--- src/rtl/text_char_decoder_core_defines.svh ---
// ----------------------------------------------------------------------------
// Text character decoder assertion macros
// Shared property forms for the decoder checks. The checks exist in
// simulation only; synthesis builds see empty macro bodies.
// ----------------------------------------------------------------------------
`ifndef TEXT_CHAR_DECODER_CORE_DEFINES_SVH
`define TEXT_CHAR_DECODER_CORE_DEFINES_SVH

`ifndef SYNTHESIS

// Same-cycle implication, sampled on clk, off while arst_n is low.
`define TCD_ASSERT_IMP(label, ante, cons, msg) \
	label: assert property (@(posedge clk) disable iff (!arst_n) (ante) |-> (cons)) \
		else $error(msg);

// Next-cycle implication, sampled on clk, off while arst_n is low.
`define TCD_ASSERT_NXT(label, ante, cons, msg) \
	label: assert property (@(posedge clk) disable iff (!arst_n) (ante) |=> (cons)) \
		else $error(msg);

`else

`define TCD_ASSERT_IMP(label, ante, cons, msg)
`define TCD_ASSERT_NXT(label, ante, cons, msg)

`endif

`endif

--- src/rtl/tcd_pkg.sv ---
// ----------------------------------------------------------------------------
// Text character decoder package
// Register indexes, mode codes and the run descriptor passed from the
// front end through the queue to the back end.
// ----------------------------------------------------------------------------
package tcd_pkg;

	// Configuration register indexes.
	localparam logic [1:0] REG_ENCODING_MODE = 2'd0;
	localparam logic [1:0] REG_BYTE_ORDER    = 2'd1;

	// Encoding mode codes. The unused code decodes as raw bytes.
	typedef logic [1:0] mode_t;
	localparam mode_t MODE_RAW   = 2'd0;
	localparam mode_t MODE_UTF8  = 2'd1;
	localparam mode_t MODE_UTF16 = 2'd2;

	// Default depth of the run queue between front and back end.
	localparam int TCD_QUEUE_DEPTH = 4;

	// One result of a run: error flag and number of text bytes covered.
	typedef struct packed {
		logic       invalid;
		logic [2:0] used;
	} tcd_slot_t;

	// All results caused by one input byte. At most one of them is a valid
	// character, and that one carries the code point.
	typedef struct packed {
		logic [2:0]           count;
		tcd_slot_t [3:0]      slots;
		logic [20:0]          cp;
	} tcd_run_t;

	// Queue to back end handshake.
	typedef struct packed {
		logic avail;
		logic pop;
	} tcd_qctl_t;

endpackage

--- src/rtl/tcd_front.sv ---
// ----------------------------------------------------------------------------
// Text character decoder front end
// Holds configuration and decoding state, takes one byte per cycle while the
// queue is not full and turns it into a run descriptor for the back end.
// ----------------------------------------------------------------------------
module tcd_front import tcd_pkg::*; (
	input  logic           clk,
	input  logic           arst_n,
	input  logic           wr_en,
	input  logic [1:0]     wr_index,
	input  logic [1:0]     wr_data,
	input  logic           in_valid,
	output logic           in_stall,
	input  logic [7:0]     in_byte,
	input  logic           end_of_text,
	input  logic           queue_full,
	output logic           push,
	output tcd_run_t       run
);

	localparam tcd_slot_t SLOT_ERR1 = '{invalid: 1'b1, used: 3'd1};
	localparam tcd_slot_t SLOT_ERR2 = '{invalid: 1'b1, used: 3'd2};

	mode_t       mode_q;
	logic        order_q;
	logic [20:0] acc_q, acc_d;
	logic [2:0]  exp_q, exp_d;
	logic [2:0]  seen_q, seen_d;
	logic [7:0]  held_q, held_d;
	logic        phase_q, phase_d;
	logic [9:0]  hs_q, hs_d;
	logic        sp_q, sp_d;
	logic        accept;
	logic        cfg_hit;

	assign in_stall = queue_full;
	assign accept   = in_valid && !in_stall;
	assign cfg_hit  = wr_en && (wr_index == REG_ENCODING_MODE || wr_index == REG_BYTE_ORDER);
	assign push     = accept && (run.count != 3'd0);

	always_comb begin
		logic [2:0]  cnt;
		logic [2:0]  seen_inc;
		logic [20:0] acc_shift;
		logic [15:0] word;
		logic        is_low;
		logic        is_high;
		logic        paired;
		cnt       = 3'd0;
		run       = '0;
		acc_d     = acc_q;
		exp_d     = exp_q;
		seen_d    = seen_q;
		held_d    = held_q;
		phase_d   = phase_q;
		hs_d      = hs_q;
		sp_d      = sp_q;
		seen_inc  = seen_q + 3'd1;
		acc_shift = {acc_q[14:0], in_byte[5:0]};
		word      = '0;
		is_low    = 1'b0;
		is_high   = 1'b0;
		paired    = 1'b0;
		unique case (mode_q)
			MODE_UTF8: begin
				if (exp_q != 3'd0 && in_byte[7:6] == 2'b10) begin
					if (seen_inc >= exp_q) begin
						run.slots[cnt[1:0]] = '{invalid: 1'b0, used: exp_q};
						run.cp = acc_shift;
						cnt    = cnt + 3'd1;
						acc_d  = '0;
						exp_d  = '0;
						seen_d = '0;
					end else begin
						acc_d  = acc_shift;
						seen_d = seen_inc;
					end
				end else begin
					// A broken sequence reports each byte it had taken.
					for (int i = 0; i < 3; i++) begin
						if (3'(i) < seen_q) begin
							run.slots[cnt[1:0]] = SLOT_ERR1;
							cnt = cnt + 3'd1;
						end
					end
					acc_d  = '0;
					exp_d  = '0;
					seen_d = '0;
					if (!in_byte[7]) begin
						run.slots[cnt[1:0]] = '{invalid: 1'b0, used: 3'd1};
						run.cp = {13'd0, in_byte};
						cnt    = cnt + 3'd1;
					end else if (in_byte[7:5] == 3'b110) begin
						if (in_byte[4:1] == 4'd0) begin
							run.slots[cnt[1:0]] = SLOT_ERR1;
							cnt = cnt + 3'd1;
						end else begin
							acc_d  = {16'd0, in_byte[4:0]};
							exp_d  = 3'd2;
							seen_d = 3'd1;
						end
					end else if (in_byte[7:4] == 4'b1110) begin
						acc_d  = {17'd0, in_byte[3:0]};
						exp_d  = 3'd3;
						seen_d = 3'd1;
					end else if (in_byte[7:3] == 5'b11110) begin
						acc_d  = {18'd0, in_byte[2:0]};
						exp_d  = 3'd4;
						seen_d = 3'd1;
					end else begin
						run.slots[cnt[1:0]] = SLOT_ERR1;
						cnt = cnt + 3'd1;
					end
				end
				if (end_of_text) begin
					for (int i = 0; i < 3; i++) begin
						if (3'(i) < seen_d) begin
							run.slots[cnt[1:0]] = SLOT_ERR1;
							cnt = cnt + 3'd1;
						end
					end
					acc_d  = '0;
					exp_d  = '0;
					seen_d = '0;
				end
			end
			MODE_UTF16: begin
				if (!phase_q) begin
					held_d  = in_byte;
					phase_d = 1'b1;
				end else begin
					word    = order_q ? {held_q, in_byte} : {in_byte, held_q};
					is_low  = (word[15:10] == 6'b110111);
					is_high = (word[15:10] == 6'b110110);
					phase_d = 1'b0;
					held_d  = '0;
					if (sp_q) begin
						sp_d = 1'b0;
						hs_d = '0;
						if (is_low) begin
							run.slots[cnt[1:0]] = '{invalid: 1'b0, used: 3'd4};
							run.cp = {1'b0, hs_q, word[9:0]} + 21'h10000;
							cnt    = cnt + 3'd1;
							paired = 1'b1;
						end else begin
							run.slots[cnt[1:0]] = SLOT_ERR2;
							cnt = cnt + 3'd1;
						end
					end
					if (!paired) begin
						if (word[15:11] != 5'b11011) begin
							run.slots[cnt[1:0]] = '{invalid: 1'b0, used: 3'd2};
							run.cp = {5'd0, word};
							cnt    = cnt + 3'd1;
						end else if (is_high) begin
							hs_d = word[9:0];
							sp_d = 1'b1;
						end else begin
							run.slots[cnt[1:0]] = SLOT_ERR2;
							cnt = cnt + 3'd1;
						end
					end
				end
				if (end_of_text) begin
					if (sp_d) begin
						run.slots[cnt[1:0]] = SLOT_ERR2;
						cnt = cnt + 3'd1;
					end
					if (phase_d) begin
						run.slots[cnt[1:0]] = SLOT_ERR1;
						cnt = cnt + 3'd1;
					end
					acc_d   = '0;
					exp_d   = '0;
					seen_d  = '0;
					held_d  = '0;
					phase_d = 1'b0;
					hs_d    = '0;
					sp_d    = 1'b0;
				end
			end
			default: begin
				run.slots[cnt[1:0]] = '{invalid: 1'b0, used: 3'd1};
				run.cp = {13'd0, in_byte};
				cnt    = cnt + 3'd1;
			end
		endcase
		run.count = cnt;
	end

	always_ff @(posedge clk or negedge arst_n) begin
		if (!arst_n) begin
			mode_q  <= MODE_RAW;
			order_q <= 1'b0;
			acc_q   <= '0;
			exp_q   <= '0;
			seen_q  <= '0;
			held_q  <= '0;
			phase_q <= 1'b0;
			hs_q    <= '0;
			sp_q    <= 1'b0;
		end else if (cfg_hit) begin
			if (wr_index == REG_ENCODING_MODE) begin
				mode_q <= wr_data;
			end else begin
				order_q <= wr_data[0];
			end
			acc_q   <= '0;
			exp_q   <= '0;
			seen_q  <= '0;
			held_q  <= '0;
			phase_q <= 1'b0;
			hs_q    <= '0;
			sp_q    <= 1'b0;
		end else if (accept) begin
			acc_q   <= acc_d;
			exp_q   <= exp_d;
			seen_q  <= seen_d;
			held_q  <= held_d;
			phase_q <= phase_d;
			hs_q    <= hs_d;
			sp_q    <= sp_d;
		end
	end

endmodule

--- src/rtl/tcd_queue.sv ---
// ----------------------------------------------------------------------------
// Text character decoder run queue
// Small register queue of run descriptors between front and back end.
// ----------------------------------------------------------------------------
module tcd_queue import tcd_pkg::*; #(
	parameter int DEPTH = TCD_QUEUE_DEPTH
) (
	input  logic      clk,
	input  logic      arst_n,
	input  logic      push,
	input  tcd_run_t  push_run,
	output logic      full,
	input  tcd_qctl_t ctl_in,
	output logic      avail,
	output tcd_run_t  head
);

	localparam int PW = (DEPTH > 1) ? $clog2(DEPTH) : 1;
	localparam int CW = $clog2(DEPTH + 1);

	tcd_run_t          mem_q [DEPTH];
	logic [PW-1:0]     wr_ptr_q;
	logic [PW-1:0]     rd_ptr_q;
	logic [CW-1:0]     count_q;
	logic              pop;

	assign full  = (count_q == CW'(DEPTH));
	assign avail = (count_q != '0);
	assign head  = mem_q[rd_ptr_q];
	assign pop   = ctl_in.pop && ctl_in.avail;

	always_ff @(posedge clk) begin
		if (push) begin
			mem_q[wr_ptr_q] <= push_run;
		end
	end

	always_ff @(posedge clk or negedge arst_n) begin
		if (!arst_n) begin
			wr_ptr_q <= '0;
			rd_ptr_q <= '0;
			count_q  <= '0;
		end else begin
			if (push) begin
				wr_ptr_q <= (wr_ptr_q == PW'(DEPTH - 1)) ? '0 : wr_ptr_q + 1'b1;
			end
			if (pop) begin
				rd_ptr_q <= (rd_ptr_q == PW'(DEPTH - 1)) ? '0 : rd_ptr_q + 1'b1;
			end
			if (push && !pop) begin
				count_q <= count_q + 1'b1;
			end else if (pop && !push) begin
				count_q <= count_q - 1'b1;
			end
		end
	end

endmodule

--- src/rtl/tcd_back.sv ---
// ----------------------------------------------------------------------------
// Text character decoder back end
// Walks through the results of the run at the head of the queue and
// presents them one per cycle on the output channel while it is not stalled.
// ----------------------------------------------------------------------------
module tcd_back import tcd_pkg::*; (
	input  logic        clk,
	input  logic        arst_n,
	input  logic        avail,
	input  tcd_run_t    head,
	output tcd_qctl_t   ctl,
	output logic        out_valid,
	input  logic        out_stall,
	output logic [20:0] code_point,
	output logic        invalid,
	output logic [2:0]  bytes_used,
	output logic        last_of_run
);

	logic [1:0] idx_q;
	tcd_slot_t  slot;
	logic       take;

	assign slot        = head.slots[idx_q];
	assign out_valid   = avail;
	assign code_point  = slot.invalid ? '0 : head.cp;
	assign invalid     = slot.invalid;
	assign bytes_used  = slot.used;
	assign last_of_run = ({1'b0, idx_q} == head.count - 3'd1);
	assign take        = out_valid && !out_stall;
	assign ctl.avail   = avail;
	assign ctl.pop     = take && last_of_run;

	always_ff @(posedge clk or negedge arst_n) begin
		if (!arst_n) begin
			idx_q <= '0;
		end else if (take) begin
			idx_q <= last_of_run ? '0 : idx_q + 2'd1;
		end
	end

endmodule

--- src/rtl/text_char_decoder_core.sv ---
// ----------------------------------------------------------------------------
// Text character decoder core
// Decodes a byte stream as raw bytes, UTF-8 or UTF-16 into code points.
// ----------------------------------------------------------------------------
// The decoder takes one text byte per cycle while the queue is not full and
// returns one result per cycle while the output is not stalled. A byte can
// cause zero to four results: zero while it only extends a pending sequence,
// one for a finished character, and several when an interrupted sequence or
// the end of text is reported as errors. The run of a byte is registered in
// the queue before its first result appears on the output. A front end holds
// the decoding state and turns each byte into a run of results; a queue of
// QUEUE_DEPTH runs carries them to the back end, which hands them out. A byte
// that causes several results holds the output longer, which the queue
// absorbs until it is full. Writing a configuration register clears all
// decoding state; write only while no request is in flight.
// ----------------------------------------------------------------------------
`include "text_char_decoder_core_defines.svh"

module text_char_decoder_core import tcd_pkg::*; #(
	parameter int QUEUE_DEPTH = TCD_QUEUE_DEPTH
) (
	input  logic        clk,
	input  logic        arst_n,
	// Configuration write port.
	input  logic        wr_en,
	input  logic [1:0]  wr_index,
	input  logic [1:0]  wr_data,
	// Input channel: one text byte per request.
	input  logic        in_valid,
	output logic        in_stall,
	input  logic [7:0]  in_byte,
	input  logic        end_of_text,
	// Output channel: one decoded result per request.
	output logic        out_valid,
	input  logic        out_stall,
	output logic [20:0] code_point,
	output logic        invalid,
	output logic [2:0]  bytes_used,
	output logic        last_of_run
);

	tcd_run_t  push_run;
	tcd_run_t  head_run;
	logic      push;
	logic      queue_full;
	logic      queue_avail;
	tcd_qctl_t qctl;

	// The front end classifies each byte and updates the decoding state.
	tcd_front u_front (
		.clk         (clk),
		.arst_n      (arst_n),
		.wr_en       (wr_en),
		.wr_index    (wr_index),
		.wr_data     (wr_data),
		.in_valid    (in_valid),
		.in_stall    (in_stall),
		.in_byte     (in_byte),
		.end_of_text (end_of_text),
		.queue_full  (queue_full),
		.push        (push),
		.run         (push_run)
	);

	// Runs wait here so that either side can stall on its own.
	tcd_queue #(
		.DEPTH (QUEUE_DEPTH)
	) u_queue (
		.clk      (clk),
		.arst_n   (arst_n),
		.push     (push),
		.push_run (push_run),
		.full     (queue_full),
		.ctl_in   (qctl),
		.avail    (queue_avail),
		.head     (head_run)
	);

	// The back end expands a run into single results.
	tcd_back u_back (
		.clk         (clk),
		.arst_n      (arst_n),
		.avail       (queue_avail),
		.head        (head_run),
		.ctl         (qctl),
		.out_valid   (out_valid),
		.out_stall   (out_stall),
		.code_point  (code_point),
		.invalid     (invalid),
		.bytes_used  (bytes_used),
		.last_of_run (last_of_run)
	);

	// An error result never carries a code point.
	`TCD_ASSERT_IMP(a_err_zero_cp, out_valid && invalid, code_point == 21'd0, "error result with nonzero code point")

	// Every result accounts for one to four text bytes.
	`TCD_ASSERT_IMP(a_used_range, out_valid, bytes_used != 3'd0 && bytes_used <= 3'd4, "bytes_used out of range")

	// A run that is not finished keeps the output channel busy.
	`TCD_ASSERT_NXT(a_run_continues, out_valid && !out_stall && !last_of_run, out_valid, "run cut short")

endmodule
--- config.mk ---
export PLATFORM = sky130hd
export DESIGN_NAME = text_char_decoder_core
export DESIGN_NICKNAME = d
export VERILOG_FILES = /design/src/rtl/tcd_pkg.sv /design/src/rtl/tcd_front.sv /design/src/rtl/tcd_queue.sv /design/src/rtl/tcd_back.sv /design/src/rtl/text_char_decoder_core.sv
export VERILOG_INCLUDE_DIRS = /design/src /design/src/rtl
export SDC_FILE = /design/constraint.sdc
export NUM_CORES = 1
export LEC_CHECK = 0
export BUFFER_PORTS_ARGS = -buffer_cell sky130_fd_sc_hd__buf_4
export CORE_UTILIZATION = 56
export DETAILED_ROUTE_END_ITERATION = 10
export HOLD_SLACK_MARGIN = 0.03
export PLACE_DENSITY = 0.73
export REMOVE_ABC_BUFFERS = 1
export SYNTH_ARGS = -nofsm -noshare
export SYNTH_HDL_FRONTEND = slang
export SYNTH_HIERARCHICAL = 1
export SYNTH_SLANG_ARGS = --single-unit
--- constraint.sdc ---
create_clock -name clk -period 16.69 [get_ports clk]
set_input_delay 0 -clock clk [delete_from_list [all_inputs] [get_ports clk]]
set_output_delay 0 -clock clk [all_outputs]
set_load 0.01 [all_outputs]
==> run metrics <==
status finished, final reports clean; crit-path max cell delay 1.01 ns; die width 140.2 um; Final Hold Fails 0; commonest non-fill, non-tap cell in the layout edfxtp_1; number of buffers added on ports 45; commonest cells after routing, fill and taps aside 160 x edfxtp_1, 52 x dfrtp_1, 51 x buf_4; crit path cell chain ha_1 > xnor2_1 > inv_1 > ha_1 > nand2_1 > o21ai_1 > nor2_1 > a21oi_1 > ha_1 > o21ai_0 > ha_1 > o21ai_2 > inv_1 > ha_1 > nor3_1 > a221oi_1 > o41a_1 > a31oi_1 > and2_2; n_diodes 0; CTS tree yes; vias in the first global route 6922; Worst EP required 16.80 ns; cts bufs inserted 22; area grow syn2layout 12.30%; Die Y 140.2 um; via count 6880; first-pass GRT wire length 38160 um; post-synth top area cell edfxtp_1; WL/cell 22.44 um; worst-case clock buffer depth 3; pwr dens 146.4 mW/mm^2; Hold Crit Class in2async; post-detail-place hpwl 15780 um; setup TNS 0 ns; fin crit period 6.299 ns; gr busiest metal met2; maximum vdd ir drop 95.31 uV; clk slew on worst S/H paths 0.06 ns; core area 0.01871 mm^2; post-route ant nets 0; share of cells above drive strength 1 20.47%; IO Count 46; Cell variety after synth 81; worst slew pin tran 1.126 ns; top post-synthesis cells by area edfxtp_1 45%, dfrtp_1 12%, mux4_2 8.4%, ha_1 4.3%, a22o_1 2.1%; critical path peak fanout 40; initial core utilization 57.16%; mean post-synth cell area 13.69 um^2; number of remaining DRC errors 0; max cap viols 0; critical path's slowest cell and2_2; clock sink count 213; Synth warnings 6; sequential-to-total area share from yosys stat 57.34%; CP endpoint kind flip-flop; largest net degree at the start of global routing 54; worst skew pair latency 0.49 ns; Pre-antenna DRT Iters 5; M1 GR Usage 35.72%; total gr overflow 0; post-CTS sizing 0; Final #Nets 885; met3 usage 3.556%; htree depth 1; Syn Inst Count 781; Worst setup SP type flip-flop; highest clock rate 0.1587 GHz; Pleak 4.543 nW; critical path class reg2reg; Synth top area share 44.94%; layout filler cell count 1337; clk_skew 0.009627 ns; RSZ-0062 raised after global routing no; final setup fails 0; Top cell by count, worst path ha_1; register area 0.006132 mm^2; area of the multi-input gates 0.004075 mm^2; Rel. slew slack 24.90%; aggregate global-route resource usage 25.21%; Finished Core Util 64.19%; initial DRC count 689; Cell Rows 50; initial antenna violation count 0; number of flops mapped to enable cells by yosys 160; Routed WL 24210 um; Post-synth ARST share 24.88%; Top FF cell, synth edfxtp_1; CP arrival 6.41 ns; max-slew violation count 0; Post-CTS Setup Repair Bufs 0; GR Util met2 41.37%; Final period util 37.74%; Synth Register Bits 213; root buffer cell clkbuf_16; synthesized area 0.01069 mm^2; Via density 6.376; Die ar. 0.01965 mm^2; gp weighted congestion 0.9598
[critical path: cells and delay by family (launching register included)]
family          cells  cell delay (ns)
flops               1             0.53
fa+ha+maj           5             1.53
compound gates      7             1.94
simple gates        4             1.41
xor+xnor            1             0.24
buf+inv             2             0.25
[kinds of logic after synthesis]
kind of cell               after synthesis  share of synthesized area, %
other                                    2                       0.07024
buffers and inverters                   87                         4.728
adders and majority gates               38                         4.517
xor gates and xnor gates                10                        0.8192
muxes                                   64                         11.35
AOI/OAI and AO/OA                      183                         11.95
DFF                                    213                         57.34
and+or+nand+nor                        184                         9.222
[routing by layer]
layer	vias to the layer above	wire, um
met5	-	0
met3	42	1549
li1	3112	-
met1	3459	10470
met2	267	11730
met4	0	466
[worst paths after layout]
check,from,to,slack [ns],cells past startpoint
min reg2reg,u_front/hs_q[1],u_front/hs_q[1],0.50,1
max,u_front/seen_q[0],u_queue/mem_q[3][19],10.39,19
max reg2reg,u_front/seen_q[0],u_queue/mem_q[3][19],10.39,19
min in group clk,wr_en,u_front/phase_q,0.09,3
min,arst_n,u_back/idx_q[1],0.08,2
max in group asynchronous,arst_n,u_front/acc_q[12],16.09,2
[registers in the layout (all words and copies together), names as in the netlist]
signal	cells
u_back/idx_q	2
u_queue/mem_q	160
u_front/order_q	1
u_front/hs_q	10
u_queue/rd_ptr_q	2
u_front/phase_q	1
u_front/held_q	8
u_queue/wr_ptr_q	2
u_queue/count_q	3
u_front/sp_q	1
u_front/exp_q	3
u_front/seen_q	3
u_front/mode_q	2
u_front/acc_q	15
[report_power, final]
part           internal [mW]  switching, mW
combinational          0.254          0.294
sequential             0.657         0.0411
clock                  0.318          0.193
[synth_stat cells, types with 4 or more instances]
| cell type | number |
|---|---|
| mux4_2 | 40 |
| nor2b_2 | 18 |
| dfrtp_1 | 53 |
| buf_12 | 4 |
| a41oi_1 | 4 |
| a22o_1 | 26 |
| a22oi_1 | 7 |
| mux4_1 | 4 |
| o22ai_1 | 4 |
| nand2_1 | 44 |
| buf_4 | 7 |
| o2bb2ai_1 | 10 |
| mux2_2 | 6 |
| inv_1 | 35 |
| nor2b_1 | 6 |
| o21ai_0 | 31 |
| a32o_1 | 4 |
| xnor2_1 | 5 |
| a21oi_1 | 42 |
| buf_6 | 9 |
| nand2b_1 | 4 |
| clkbuf_1 | 20 |
| nor3_1 | 21 |
| edfxtp_1 | 160 |
| and2_1 | 6 |
| mux2i_1 | 14 |
| a21o_1 | 5 |
| nand3_1 | 13 |
| nor3b_1 | 4 |
| xor2_1 | 5 |
| ha_1 | 37 |
| and3_1 | 5 |
| a31oi_1 | 11 |
| nor2_1 | 41 |
| buf_2 | 7 |
[area by class of cell]
class                      instances  share of cell area, %
sequential                       213                  51.07
tap                              234                  2.439
timing repair buffer              72                  4.940
inverter                          36                  1.125
clock buffer                      31                  5.377
clock inverter                     9                  1.105
multi-input combinational        484                  33.94
[stage by stage]
step / total power, mW / worst slack [ns] / std cells / hold slack, ns / cell area (um^2)
floorplan: 1.057 / 11.05 / 733 / -0.2956 / 10330
global placement: 1.238 / 10.70 / 1018 / 0.06268 / 11020
detailed placement: 1.257 / 10.46 / 1018 / 0.07124 / 11020
CTS: 1.776 / 10.46 / 1079 / 0.06993 / 12010
global route: 1.836 / 9.957 / 1079 / 0.1089 / 12010
finish: 1.758 / 10.39 / 1079 / 0.08399 / 12010
[what timing repair did]
item | CTS | global route
hold endpoints to repair | 105 | 0
endpoints found under the setup margin | 0 | 0
hold buffers | 21 | 0
No activity file was read; power rests on OpenSTA's default activity.
